### src/design/hpq_pkg.sv
// Shared types, codes and defaults for the max-heap priority queue.
`timescale 1ns / 1ps

package hpq_pkg;

   localparam int CAPACITY_DEF = 64;
   localparam int KEY_W        = 32;
   localparam int STATUS_W     = 2;
   localparam int COUNT_OUT_W  = 7;

   localparam logic FUNC_INSERT = 1'b0;
   localparam logic FUNC_REMOVE = 1'b1;

   localparam logic [STATUS_W-1:0] STATUS_OK    = 2'd0;
   localparam logic [STATUS_W-1:0] STATUS_EMPTY = 2'd1;
   localparam logic [STATUS_W-1:0] STATUS_FULL  = 2'd2;

   // Commands from the controller to the datapath.
   typedef struct packed {
      logic load;       // latch request
      logic set_full;   // refuse insert
      logic set_empty;  // refuse remove
      logic ins_begin;  // grow count, hole at new last slot
      logic rem_begin;  // take root, read last slot, shrink count
      logic take_last;  // last entry becomes moving key
      logic rd_parent;
      logic up_move;    // parent moves down into hole
      logic rd_left;
      logic rd_right;
      logic take_left;
      logic dn_move;    // larger child moves up into hole
      logic wr_key;     // drop moving key into hole
      logic respond;
   } cmd_type;

   // Status from the datapath to the controller.
   typedef struct packed {
      logic func_remove;
      logic full;
      logic empty;
      logic at_root;
      logic left_in;
      logic parent_less;
      logic dn_swap;
   } sts_type;

endpackage

### src/design/max_heap_priority_queue.sv
// Top level of the binary max-heap priority queue of signed 32-bit keys.
`timescale 1ns / 1ps

// Channel   Handshake             Payload
// request   start in, busy out    req_func, req_key_in
// response  rsp_strobe out        rsp_status, rsp_removed_key, rsp_top_valid,
//                                 rsp_top_key, rsp_entry_count
//
// A request is accepted when start is high and busy is low, and busy stays high until
// the response is issued. An insert reads and compares one parent per level the key
// climbs; a remove takes the root, reads the last entry, then reads both children and
// compares per level it sinks; refused requests go straight to the response.
// The heap RAM has a single read port, so entries are fetched one at a time.
// Reset clears the fill count and the controller; RAM contents need no clearing.
// The response strobe lasts one cycle and the receiver cannot stall it.

module max_heap_priority_queue #(
   parameter int CAPACITY = hpq_pkg::CAPACITY_DEF
) (
   input  logic                               clock,
   input  logic                               reset,
   input  logic                               start,
   output logic                               busy,
   input  logic                               req_func,
   input  logic signed [hpq_pkg::KEY_W-1:0]   req_key_in,
   output logic                               rsp_strobe,
   output logic [hpq_pkg::STATUS_W-1:0]       rsp_status,
   output logic signed [hpq_pkg::KEY_W-1:0]   rsp_removed_key,
   output logic                               rsp_top_valid,
   output logic signed [hpq_pkg::KEY_W-1:0]   rsp_top_key,
   output logic [hpq_pkg::COUNT_OUT_W-1:0]    rsp_entry_count
);

   // Command and status between the sequencer and the datapath.
   hpq_pkg::cmd_type cmd;
   hpq_pkg::sts_type sts;

   // Sequence each request: decide, then walk the heap one level at a time.
   hpq_ctrl u_ctrl (
      .clock (clock),
      .reset (reset),
      .start (start),
      .busy  (busy),
      .sts   (sts),
      .cmd   (cmd)
   );

   // Hold the heap, the moving key and the hole; register the response.
   hpq_dp #(
      .CAPACITY (CAPACITY)
   ) u_dp (
      .clock           (clock),
      .reset           (reset),
      .req_func        (req_func),
      .req_key_in      (req_key_in),
      .cmd             (cmd),
      .sts             (sts),
      .rsp_strobe      (rsp_strobe),
      .rsp_status      (rsp_status),
      .rsp_removed_key (rsp_removed_key),
      .rsp_top_valid   (rsp_top_valid),
      .rsp_top_key     (rsp_top_key),
      .rsp_entry_count (rsp_entry_count)
   );

endmodule

### src/design/hpq_ram.sv
// Generic single-write, single-read RAM with registered read data.
`timescale 1ns / 1ps

module hpq_ram #(
   parameter int WIDTH = 32,
   parameter int DEPTH = 64
) (
   input  logic                     clock,
   input  logic                     wr_en,
   input  logic [$clog2(DEPTH)-1:0] wr_addr,
   input  logic [WIDTH-1:0]         wr_data,
   input  logic                     rd_en,
   input  logic [$clog2(DEPTH)-1:0] rd_addr,
   output logic [WIDTH-1:0]         rd_data
);

   logic [WIDTH-1:0] mem_ff [DEPTH];
   logic [WIDTH-1:0] rd_data_ff;

   always_ff @(posedge clock) begin
      if (wr_en) begin
         mem_ff[wr_addr] <= wr_data;
      end
      if (rd_en) begin
         rd_data_ff <= mem_ff[rd_addr];
      end
   end

   assign rd_data = rd_data_ff;

endmodule

### src/design/hpq_ctrl.sv
// Controller state machine sequencing insert sift-up and remove sift-down.
`timescale 1ns / 1ps

module hpq_ctrl (
   input  logic             clock,
   input  logic             reset,
   input  logic             start,
   output logic             busy,
   input  hpq_pkg::sts_type sts,
   output hpq_pkg::cmd_type cmd
);

   typedef enum logic [8:0] {
      ST_IDLE    = 9'b000000001,
      ST_DECIDE  = 9'b000000010,
      ST_UP_RD   = 9'b000000100,
      ST_UP_CMP  = 9'b000001000,
      ST_DN_LAST = 9'b000010000,
      ST_DN_RDL  = 9'b000100000,
      ST_DN_RDR  = 9'b001000000,
      ST_DN_CMP  = 9'b010000000,
      ST_RESP    = 9'b100000000
   } state_type;

   state_type state_ff, state_in;

   always_comb begin
      state_in = state_ff;
      cmd      = '0;
      case (state_ff)
         ST_IDLE: begin
            if (start) begin
               cmd.load = 1'b1;
               state_in = ST_DECIDE;
            end
         end
         ST_DECIDE: begin
            if (sts.func_remove) begin
               if (sts.empty) begin
                  cmd.set_empty = 1'b1;
                  state_in      = ST_RESP;
               end else begin
                  cmd.rem_begin = 1'b1;
                  state_in      = ST_DN_LAST;
               end
            end else begin
               if (sts.full) begin
                  cmd.set_full = 1'b1;
                  state_in     = ST_RESP;
               end else begin
                  cmd.ins_begin = 1'b1;
                  state_in      = ST_UP_RD;
               end
            end
         end
         ST_UP_RD: begin
            if (sts.at_root) begin
               cmd.wr_key = 1'b1;
               state_in   = ST_RESP;
            end else begin
               cmd.rd_parent = 1'b1;
               state_in      = ST_UP_CMP;
            end
         end
         ST_UP_CMP: begin
            if (sts.parent_less) begin
               cmd.up_move = 1'b1;
               state_in    = ST_UP_RD;
            end else begin
               cmd.wr_key = 1'b1;
               state_in   = ST_RESP;
            end
         end
         ST_DN_LAST: begin
            cmd.take_last = 1'b1;
            state_in      = ST_DN_RDL;
         end
         ST_DN_RDL: begin
            if (sts.left_in) begin
               cmd.rd_left = 1'b1;
               state_in    = ST_DN_RDR;
            end else begin
               cmd.wr_key = 1'b1;
               state_in   = ST_RESP;
            end
         end
         ST_DN_RDR: begin
            cmd.take_left = 1'b1;
            cmd.rd_right  = 1'b1;
            state_in      = ST_DN_CMP;
         end
         ST_DN_CMP: begin
            if (sts.dn_swap) begin
               cmd.dn_move = 1'b1;
               state_in    = ST_DN_RDL;
            end else begin
               cmd.wr_key = 1'b1;
               state_in   = ST_RESP;
            end
         end
         ST_RESP: begin
            cmd.respond = 1'b1;
            state_in    = ST_IDLE;
         end
         default: begin
            state_in = ST_IDLE;
         end
      endcase
   end

   always_ff @(posedge clock) begin
      if (reset) begin
         state_ff <= ST_IDLE;
      end else begin
         state_ff <= state_in;
      end
   end

   assign busy = (state_ff != ST_IDLE);

`ifndef ASSERT_OFF
   a_accept_goes_busy: assert property (@(posedge clock) disable iff (reset)
      (start && !busy) |=> busy)
      else $error("accepted request did not start work");

   a_respond_frees: assert property (@(posedge clock) disable iff (reset)
      cmd.respond |=> !busy)
      else $error("controller still busy after response");
`endif

endmodule

### src/design/hpq_dp.sv
// Datapath: heap RAM, moving key, hole position, fill count and result registers.
`timescale 1ns / 1ps

module hpq_dp #(
   parameter int CAPACITY = hpq_pkg::CAPACITY_DEF
) (
   input  logic                               clock,
   input  logic                               reset,
   input  logic                               req_func,
   input  logic signed [hpq_pkg::KEY_W-1:0]   req_key_in,
   input  hpq_pkg::cmd_type                   cmd,
   output hpq_pkg::sts_type                   sts,
   output logic                               rsp_strobe,
   output logic [hpq_pkg::STATUS_W-1:0]       rsp_status,
   output logic signed [hpq_pkg::KEY_W-1:0]   rsp_removed_key,
   output logic                               rsp_top_valid,
   output logic signed [hpq_pkg::KEY_W-1:0]   rsp_top_key,
   output logic [hpq_pkg::COUNT_OUT_W-1:0]    rsp_entry_count
);

   localparam int ADDR_W = $clog2(CAPACITY);
   localparam int CNT_W  = $clog2(CAPACITY + 1);
   localparam int SLOT_W = $clog2(2 * CAPACITY + 2);
   localparam int KW     = hpq_pkg::KEY_W;
   localparam int OW     = hpq_pkg::COUNT_OUT_W;

   logic                           func_ff;
   logic signed [KW-1:0]           key_ff, key_in;
   logic signed [KW-1:0]           lval_ff;
   logic signed [KW-1:0]           root_ff;
   logic [SLOT_W-1:0]              pos_ff, pos_in;
   logic [CNT_W-1:0]               count_ff, count_in;
   logic [hpq_pkg::STATUS_W-1:0]   status_ff, status_in;
   logic signed [KW-1:0]           removed_ff, removed_in;

   logic                           strobe_ff;
   logic [hpq_pkg::STATUS_W-1:0]   out_status_ff;
   logic signed [KW-1:0]           out_removed_ff;
   logic                           out_valid_ff;
   logic signed [KW-1:0]           out_top_ff;
   logic [OW-1:0]                  out_count_ff;

   logic [SLOT_W-1:0]              count_ext, parent, lc, rc, rd_slot, dn_slot;
   logic                           right_in, pick_left, pick_right;
   logic signed [KW-1:0]           best_l, dn_val, rd_data, wr_data;
   logic                           wr_en, rd_en;
   logic [CNT_W+OW-1:0]            cnt_wide;

   assign count_ext = SLOT_W'(count_ff);
   assign parent    = pos_ff >> 1;
   assign lc        = {pos_ff[SLOT_W-2:0], 1'b0};
   assign rc        = lc | SLOT_W'(1);
   assign right_in  = (rc <= count_ext);

   // Larger-child selection; strict compares keep the left child on ties.
   assign pick_left  = (key_ff < lval_ff);
   assign best_l     = pick_left ? lval_ff : key_ff;
   assign pick_right = right_in && (best_l < rd_data);
   assign dn_slot    = pick_right ? rc : lc;
   assign dn_val     = pick_right ? rd_data : lval_ff;

   assign sts.func_remove = (func_ff == hpq_pkg::FUNC_REMOVE);
   assign sts.full        = (count_ff == CNT_W'(CAPACITY));
   assign sts.empty       = (count_ff == '0);
   assign sts.at_root     = (pos_ff == SLOT_W'(1));
   assign sts.left_in     = (lc <= count_ext);
   assign sts.parent_less = (rd_data < key_ff);
   assign sts.dn_swap     = pick_left || pick_right;

   always_comb begin
      rd_slot = parent;
      if (cmd.rem_begin) begin
         rd_slot = count_ext;
      end else if (cmd.rd_left) begin
         rd_slot = lc;
      end else if (cmd.rd_right) begin
         rd_slot = rc;
      end
   end

   assign rd_en   = cmd.rem_begin || cmd.rd_parent || cmd.rd_left ||
                    (cmd.rd_right && right_in);
   assign wr_en   = cmd.wr_key || cmd.up_move || cmd.dn_move;
   assign wr_data = cmd.up_move ? rd_data : (cmd.dn_move ? dn_val : key_ff);

   hpq_ram #(
      .WIDTH (KW),
      .DEPTH (CAPACITY)
   ) u_heap_ram (
      .clock   (clock),
      .wr_en   (wr_en),
      .wr_addr (ADDR_W'(pos_ff - SLOT_W'(1))),
      .wr_data (wr_data),
      .rd_en   (rd_en),
      .rd_addr (ADDR_W'(rd_slot - SLOT_W'(1))),
      .rd_data (rd_data)
   );

   always_comb begin
      key_in     = key_ff;
      pos_in     = pos_ff;
      count_in   = count_ff;
      status_in  = status_ff;
      removed_in = removed_ff;
      if (cmd.load) begin
         key_in = req_key_in;
      end
      if (cmd.set_full) begin
         status_in  = hpq_pkg::STATUS_FULL;
         removed_in = '0;
      end
      if (cmd.set_empty) begin
         status_in  = hpq_pkg::STATUS_EMPTY;
         removed_in = '0;
      end
      if (cmd.ins_begin) begin
         status_in  = hpq_pkg::STATUS_OK;
         removed_in = '0;
         count_in   = count_ff + CNT_W'(1);
         pos_in     = count_ext + SLOT_W'(1);
      end
      if (cmd.rem_begin) begin
         status_in  = hpq_pkg::STATUS_OK;
         removed_in = root_ff;
         count_in   = count_ff - CNT_W'(1);
         pos_in     = SLOT_W'(1);
      end
      if (cmd.take_last) begin
         key_in = rd_data;
      end
      if (cmd.up_move) begin
         pos_in = parent;
      end
      if (cmd.dn_move) begin
         pos_in = dn_slot;
      end
   end

   assign cnt_wide = {{OW{1'b0}}, count_ff};

   always_ff @(posedge clock) begin
      if (reset) begin
         count_ff  <= '0;
         strobe_ff <= 1'b0;
      end else begin
         count_ff  <= count_in;
         strobe_ff <= cmd.respond;
      end
   end

   always_ff @(posedge clock) begin
      key_ff     <= key_in;
      pos_ff     <= pos_in;
      status_ff  <= status_in;
      removed_ff <= removed_in;
      if (cmd.load) begin
         func_ff <= req_func;
      end
      if (cmd.take_left) begin
         lval_ff <= rd_data;
      end
      if (wr_en && (pos_ff == SLOT_W'(1))) begin
         root_ff <= wr_data;
      end
      if (cmd.respond) begin
         out_status_ff  <= status_ff;
         out_removed_ff <= removed_ff;
         out_valid_ff   <= (count_ff != '0);
         out_top_ff     <= (count_ff != '0) ? root_ff : '0;
         out_count_ff   <= cnt_wide[OW-1:0];
      end
   end

   assign rsp_strobe      = strobe_ff;
   assign rsp_status      = out_status_ff;
   assign rsp_removed_key = out_removed_ff;
   assign rsp_top_valid   = out_valid_ff;
   assign rsp_top_key     = out_top_ff;
   assign rsp_entry_count = out_count_ff;

`ifndef ASSERT_OFF
   a_count_bound: assert property (@(posedge clock) disable iff (reset)
      count_ff <= CNT_W'(CAPACITY))
      else $error("fill count beyond capacity");

   a_read_in_heap: assert property (@(posedge clock) disable iff (reset)
      rd_en |-> (rd_slot >= SLOT_W'(1)) && (rd_slot <= count_ext))
      else $error("read outside the filled part of the heap");

   a_write_in_heap: assert property (@(posedge clock) disable iff (reset)
      (wr_en && (count_ff != '0)) |-> (pos_ff >= SLOT_W'(1)) && (pos_ff <= count_ext))
      else $error("write outside the filled part of the heap");
`endif

endmodule

### config.mk
export PLATFORM = sky130hd
export DESIGN_NAME = max_heap_priority_queue
export DESIGN_NICKNAME = d
export VERILOG_FILES = /design/src/design/hpq_pkg.sv /design/src/design/max_heap_priority_queue.sv /design/src/design/hpq_ram.sv /design/src/design/hpq_ctrl.sv /design/src/design/hpq_dp.sv
export SDC_FILE = /design/constraint.sdc
export NUM_CORES = 2
export LEC_CHECK = 0
export BUFFER_PORTS_ARGS = -buffer_cell sky130_fd_sc_hd__clkbuf_2
export CAP_MARGIN = 20
export CORE_AREA = 5 5 382 384
export CTS_CLUSTER_SIZE = 24
export DETAILED_ROUTE_END_ITERATION = 7
export DIE_AREA = 0 0 387 389
export GPL_TIMING_DRIVEN = 0
export PLACE_DENSITY = 0.81
export SKIP_LAST_GASP = 1
export SLEW_MARGIN = 20
export SYNTH_ARGS = -nofsm -noshare
export SYNTH_HDL_FRONTEND = slang
export SYNTH_SLANG_ARGS = --single-unit
### constraint.sdc
create_clock -name clock -period 10.5 [get_ports clock]
set_input_delay 1.05 -clock clock [delete_from_list [all_inputs] [get_ports clock]]
set_output_delay 1.05 -clock clock [all_outputs]
set_load 0.02 [all_outputs]
==> run summary <==
Chip Height: 389 um
WL final: 262900 um
vias after detailed routing: 51243
path type of the worst setup path: flop to flop
Worst slew margin: 16.26%
CTS Buffer Depth: 3
share of cells above drive strength 1: 24.67%
Syn Nets: 4651
status: completed
first-pass GRT wire length: 373600 um
Max VDD drop: 207.0 uV
RSZ-0062 raised after global routing: no
largest stage delay on the critical path: 0.81 ns
Seq cells post-synth: 2310
Least-Margin Pin Slew: 1.256 ns
Num CTS Buffers: 211
total grt overflow: 0
Max Slew Vio Count: 0
Post-synth EDFFs: 2291
critical path peak fanout: 35
Met3 Wirelength: 40510 um
Leak: 34.18 nW
DR DRC count: 0
Core Rows: 139
number of routed nets with antenna violations: 0
final hold violation count: 0
Avg WL per Cell: 37.45 um
vias per cell: 7.299
top layer in use: met5
clk_lat worst skew: 0.87 ns
Synth cell types: 80
initial antenna violation count: 18
top-area cell type share of the netlist area: 74.95%
post-CTS resize count: 0
Nets: 5078
met2 WL post-DR: 118900 um
CTS tree: built
CP arrival: 9.23 ns
core area: 142400 um2
First-pass DRT Iterations: 6
cells after synthesis: 4504
largest cells by area after synthesis: edfxtp_1 75%, mux4_2 13%, mux2i_1 1.5%
initial drt markers: 8877
Clock Skews: 0.05428 ns
PwrDens: 180.0 nW/um2
Post-Syn Area: 91790 um2
largest area contributor in the netlist: edfxtp_1
Post-Route M1 WL: 87200 um
Hold Buf Count CTS: 0
port buffer count: 111
hold crit path type: primary input to flop
CTS sink cnt: 2310
Async SR Flop Fraction: 0%
dpl ws: 2.001 ns
largest net degree at the start of global routing: 66
# H-tree levels: 4
DP Wirelength: 160300 um
Post-CTS Setup Inserts: 0
Total Negative Setup Slacks: 0 ns
Worst-path clk slew: 0.07 ns
crit-path cells: nor2_1 > nand4_1 > inv_2 > nand3_1 > inv_2 > a21oi_1 > a21oi_2 > buf_4 > buf_6 > buf_6 > buf_4 > ha_1 > clkbuf_1 > clkbuf_2 > clkbuf_2 > clkbuf_1 > mux4_2 > mux2i_1 > o21ai_0 > o22ai_1 > mux2i_1
max cap viols: 0
mean post-synth cell area: 20.38 um2
Fmax: 114.8 MHz
Synth Flop Type: edfxtp_1
final setup vio count: 0
die width: 387 um
FILL cells: 7194
Worst Path Required: 11.02 ns
GR Util All Layers: 35.07%
CTS root buf: clkbuf_16
Critical Path End Type: flop
Ports: 112
area added between synthesis and finish: 14.20%
Initial Util: 64.44%
CP Launch Type: flop
final worst path period share: 82.96%
die area: 150500 um2
CP max stage cell: o22ai_1
sequential-to-total area share from yosys stat: 75.37%
Synthesis Warnings: 0
fin worst setup slack: 1.789 ns
cell with the most instances after synthesis: edfxtp_1
Synth top cells by count: 2291 x edfxtp_1, 512 x mux4_2, 181 x o21ai_0
Final GP Congestion: 1.044
Tmin final: 8.711 ns
vias in the first global route: 50514
-- state kept, by name (all words and copies together), names as in the netlist, 7 cells and up --
signal,flops
u_dp.lval_ff,32
u_dp.rsp_removed_key,32
u_dp.root_ff,32
u_dp.count_ff,7
u_dp.rsp_entry_count,7
u_dp.u_heap_ram.rd_data,32
u_dp.removed_ff,32
u_dp.key_ff,32
u_ctrl.state_ff,9
u_dp.rsp_top_key,32
u_dp.pos_ff,8
u_dp.u_heap_ram.mem_ff,2048
-- area by class of cell --
type | instances | area, um2 | share of cell area (%)
clock inverter | 122 | 1121 | 1.070
sequential | 2310 | 69180 | 65.99
multi-input combinational | 1837 | 21730 | 20.73
inverter | 120 | 450.4 | 0.4297
buffer | 237 | 1314 | 1.253
tap | 1903 | 2381 | 2.271
clock buffer | 272 | 5633 | 5.374
timing repair buffer | 214 | 3004 | 2.866
antenna | 6 | 15.01 | 0.01432
-- per-stage QoR --
step                area, um2  utilization, %  hold WS [ns]  cells  power, mW
finish                 104800           73.59        0.3981   7021      18.87
global route           104800           73.58        0.3823   7015      19.30
CTS                    104800           73.58        0.3632   7015      18.80
detailed placement      98050           68.84        0.4045   6621      11.37
global placement        94720           66.50        0.4022   6518      11.29
floorplan               91790               -        0.4003   4504      10.93
-- cells by family (layout without fill, tap and decap cells) --
| family | count (synthesis) | in the layout | share of synthesized area (%) |
|---|---|---|---|
| flops | 2310 | 2310 | 75.37 |
| mux | 658 | 658 | 14.16 |
| fa+ha+maj | 111 | 111 | 1.521 |
| buf+inv | 357 | 965 | 1.919 |
| xor+xnor | 22 | 22 | 0.2181 |
| other cells | 0 | 6 | 0 |
| compound gates | 592 | 592 | 4.433 |
| simple gates | 454 | 454 | 2.381 |
-- worst max-delay path: cells and delay by family, from the launching register on --
family	cells	cell delay, ns
compound gates	4	1.23
buf+inv	10	4.30
mux	3	1.29
fa+ha+maj	1	0.19
flops	1	0.33
simple gates	3	1.00
-- per-layer routing --
layer	global-route usage, %	up-vias
met3	11.33	829
li1	-	19530
met2	52.39	5004
met4	17.14	14
met1	47.76	25866
met5	0	-
-- layout by cell type, fill, tap and decap left out, types with 44 or more instances in the layout --
| cell type | instances |
|---|---|
| o21ai_0 | 180 |
| clkbuf_1 | 179 |
| clkinv_1 | 44 |
| nand3_1 | 48 |
| nand2_1 | 104 |
| a22o_1 | 94 |
| clkbuf_2 | 113 |
| a21oi_1 | 103 |
| buf_16 | 64 |
| mux4_2 | 512 |
| nor2_1 | 80 |
| edfxtp_1 | 2291 |
| ha_1 | 110 |
| and2_1 | 66 |
| nor2_4 | 65 |
| clkbuf_16 | 214 |
| inv_1 | 117 |
| mux2i_1 | 141 |
-- power breakdown --
group	internal, mW	switching (mW)	leakage [nW]	total, mW
combinational	0.278	0.703	10.2	0.982
sequential	10.2	0.0203	20.7	10.3
clock	4.17	3.45	3.29	7.62
-- final timing paths --
path | from | endpoint | slack, ns | cells past startpoint
setup / recovery | u_ctrl.state_ff[6]$_SDFFE_PP0P_ | u_dp.u_heap_ram.rd_data[21]$_DFFE_PP_ | 1.79 | 21
hold / removal | reset | u_dp.rsp_strobe$_SDFF_PP0_ | 0.40 | 2
setup reg to reg | u_ctrl.state_ff[6]$_SDFFE_PP0P_ | u_dp.u_heap_ram.rd_data[21]$_DFFE_PP_ | 1.79 | 21
hold reg to reg | u_dp.status_ff[0]$_SDFFE_PP0P_ | u_dp.rsp_status[0]$_DFFE_PP_ | 0.41 | 0
Note: power is estimated with default switching activity, not from simulation.
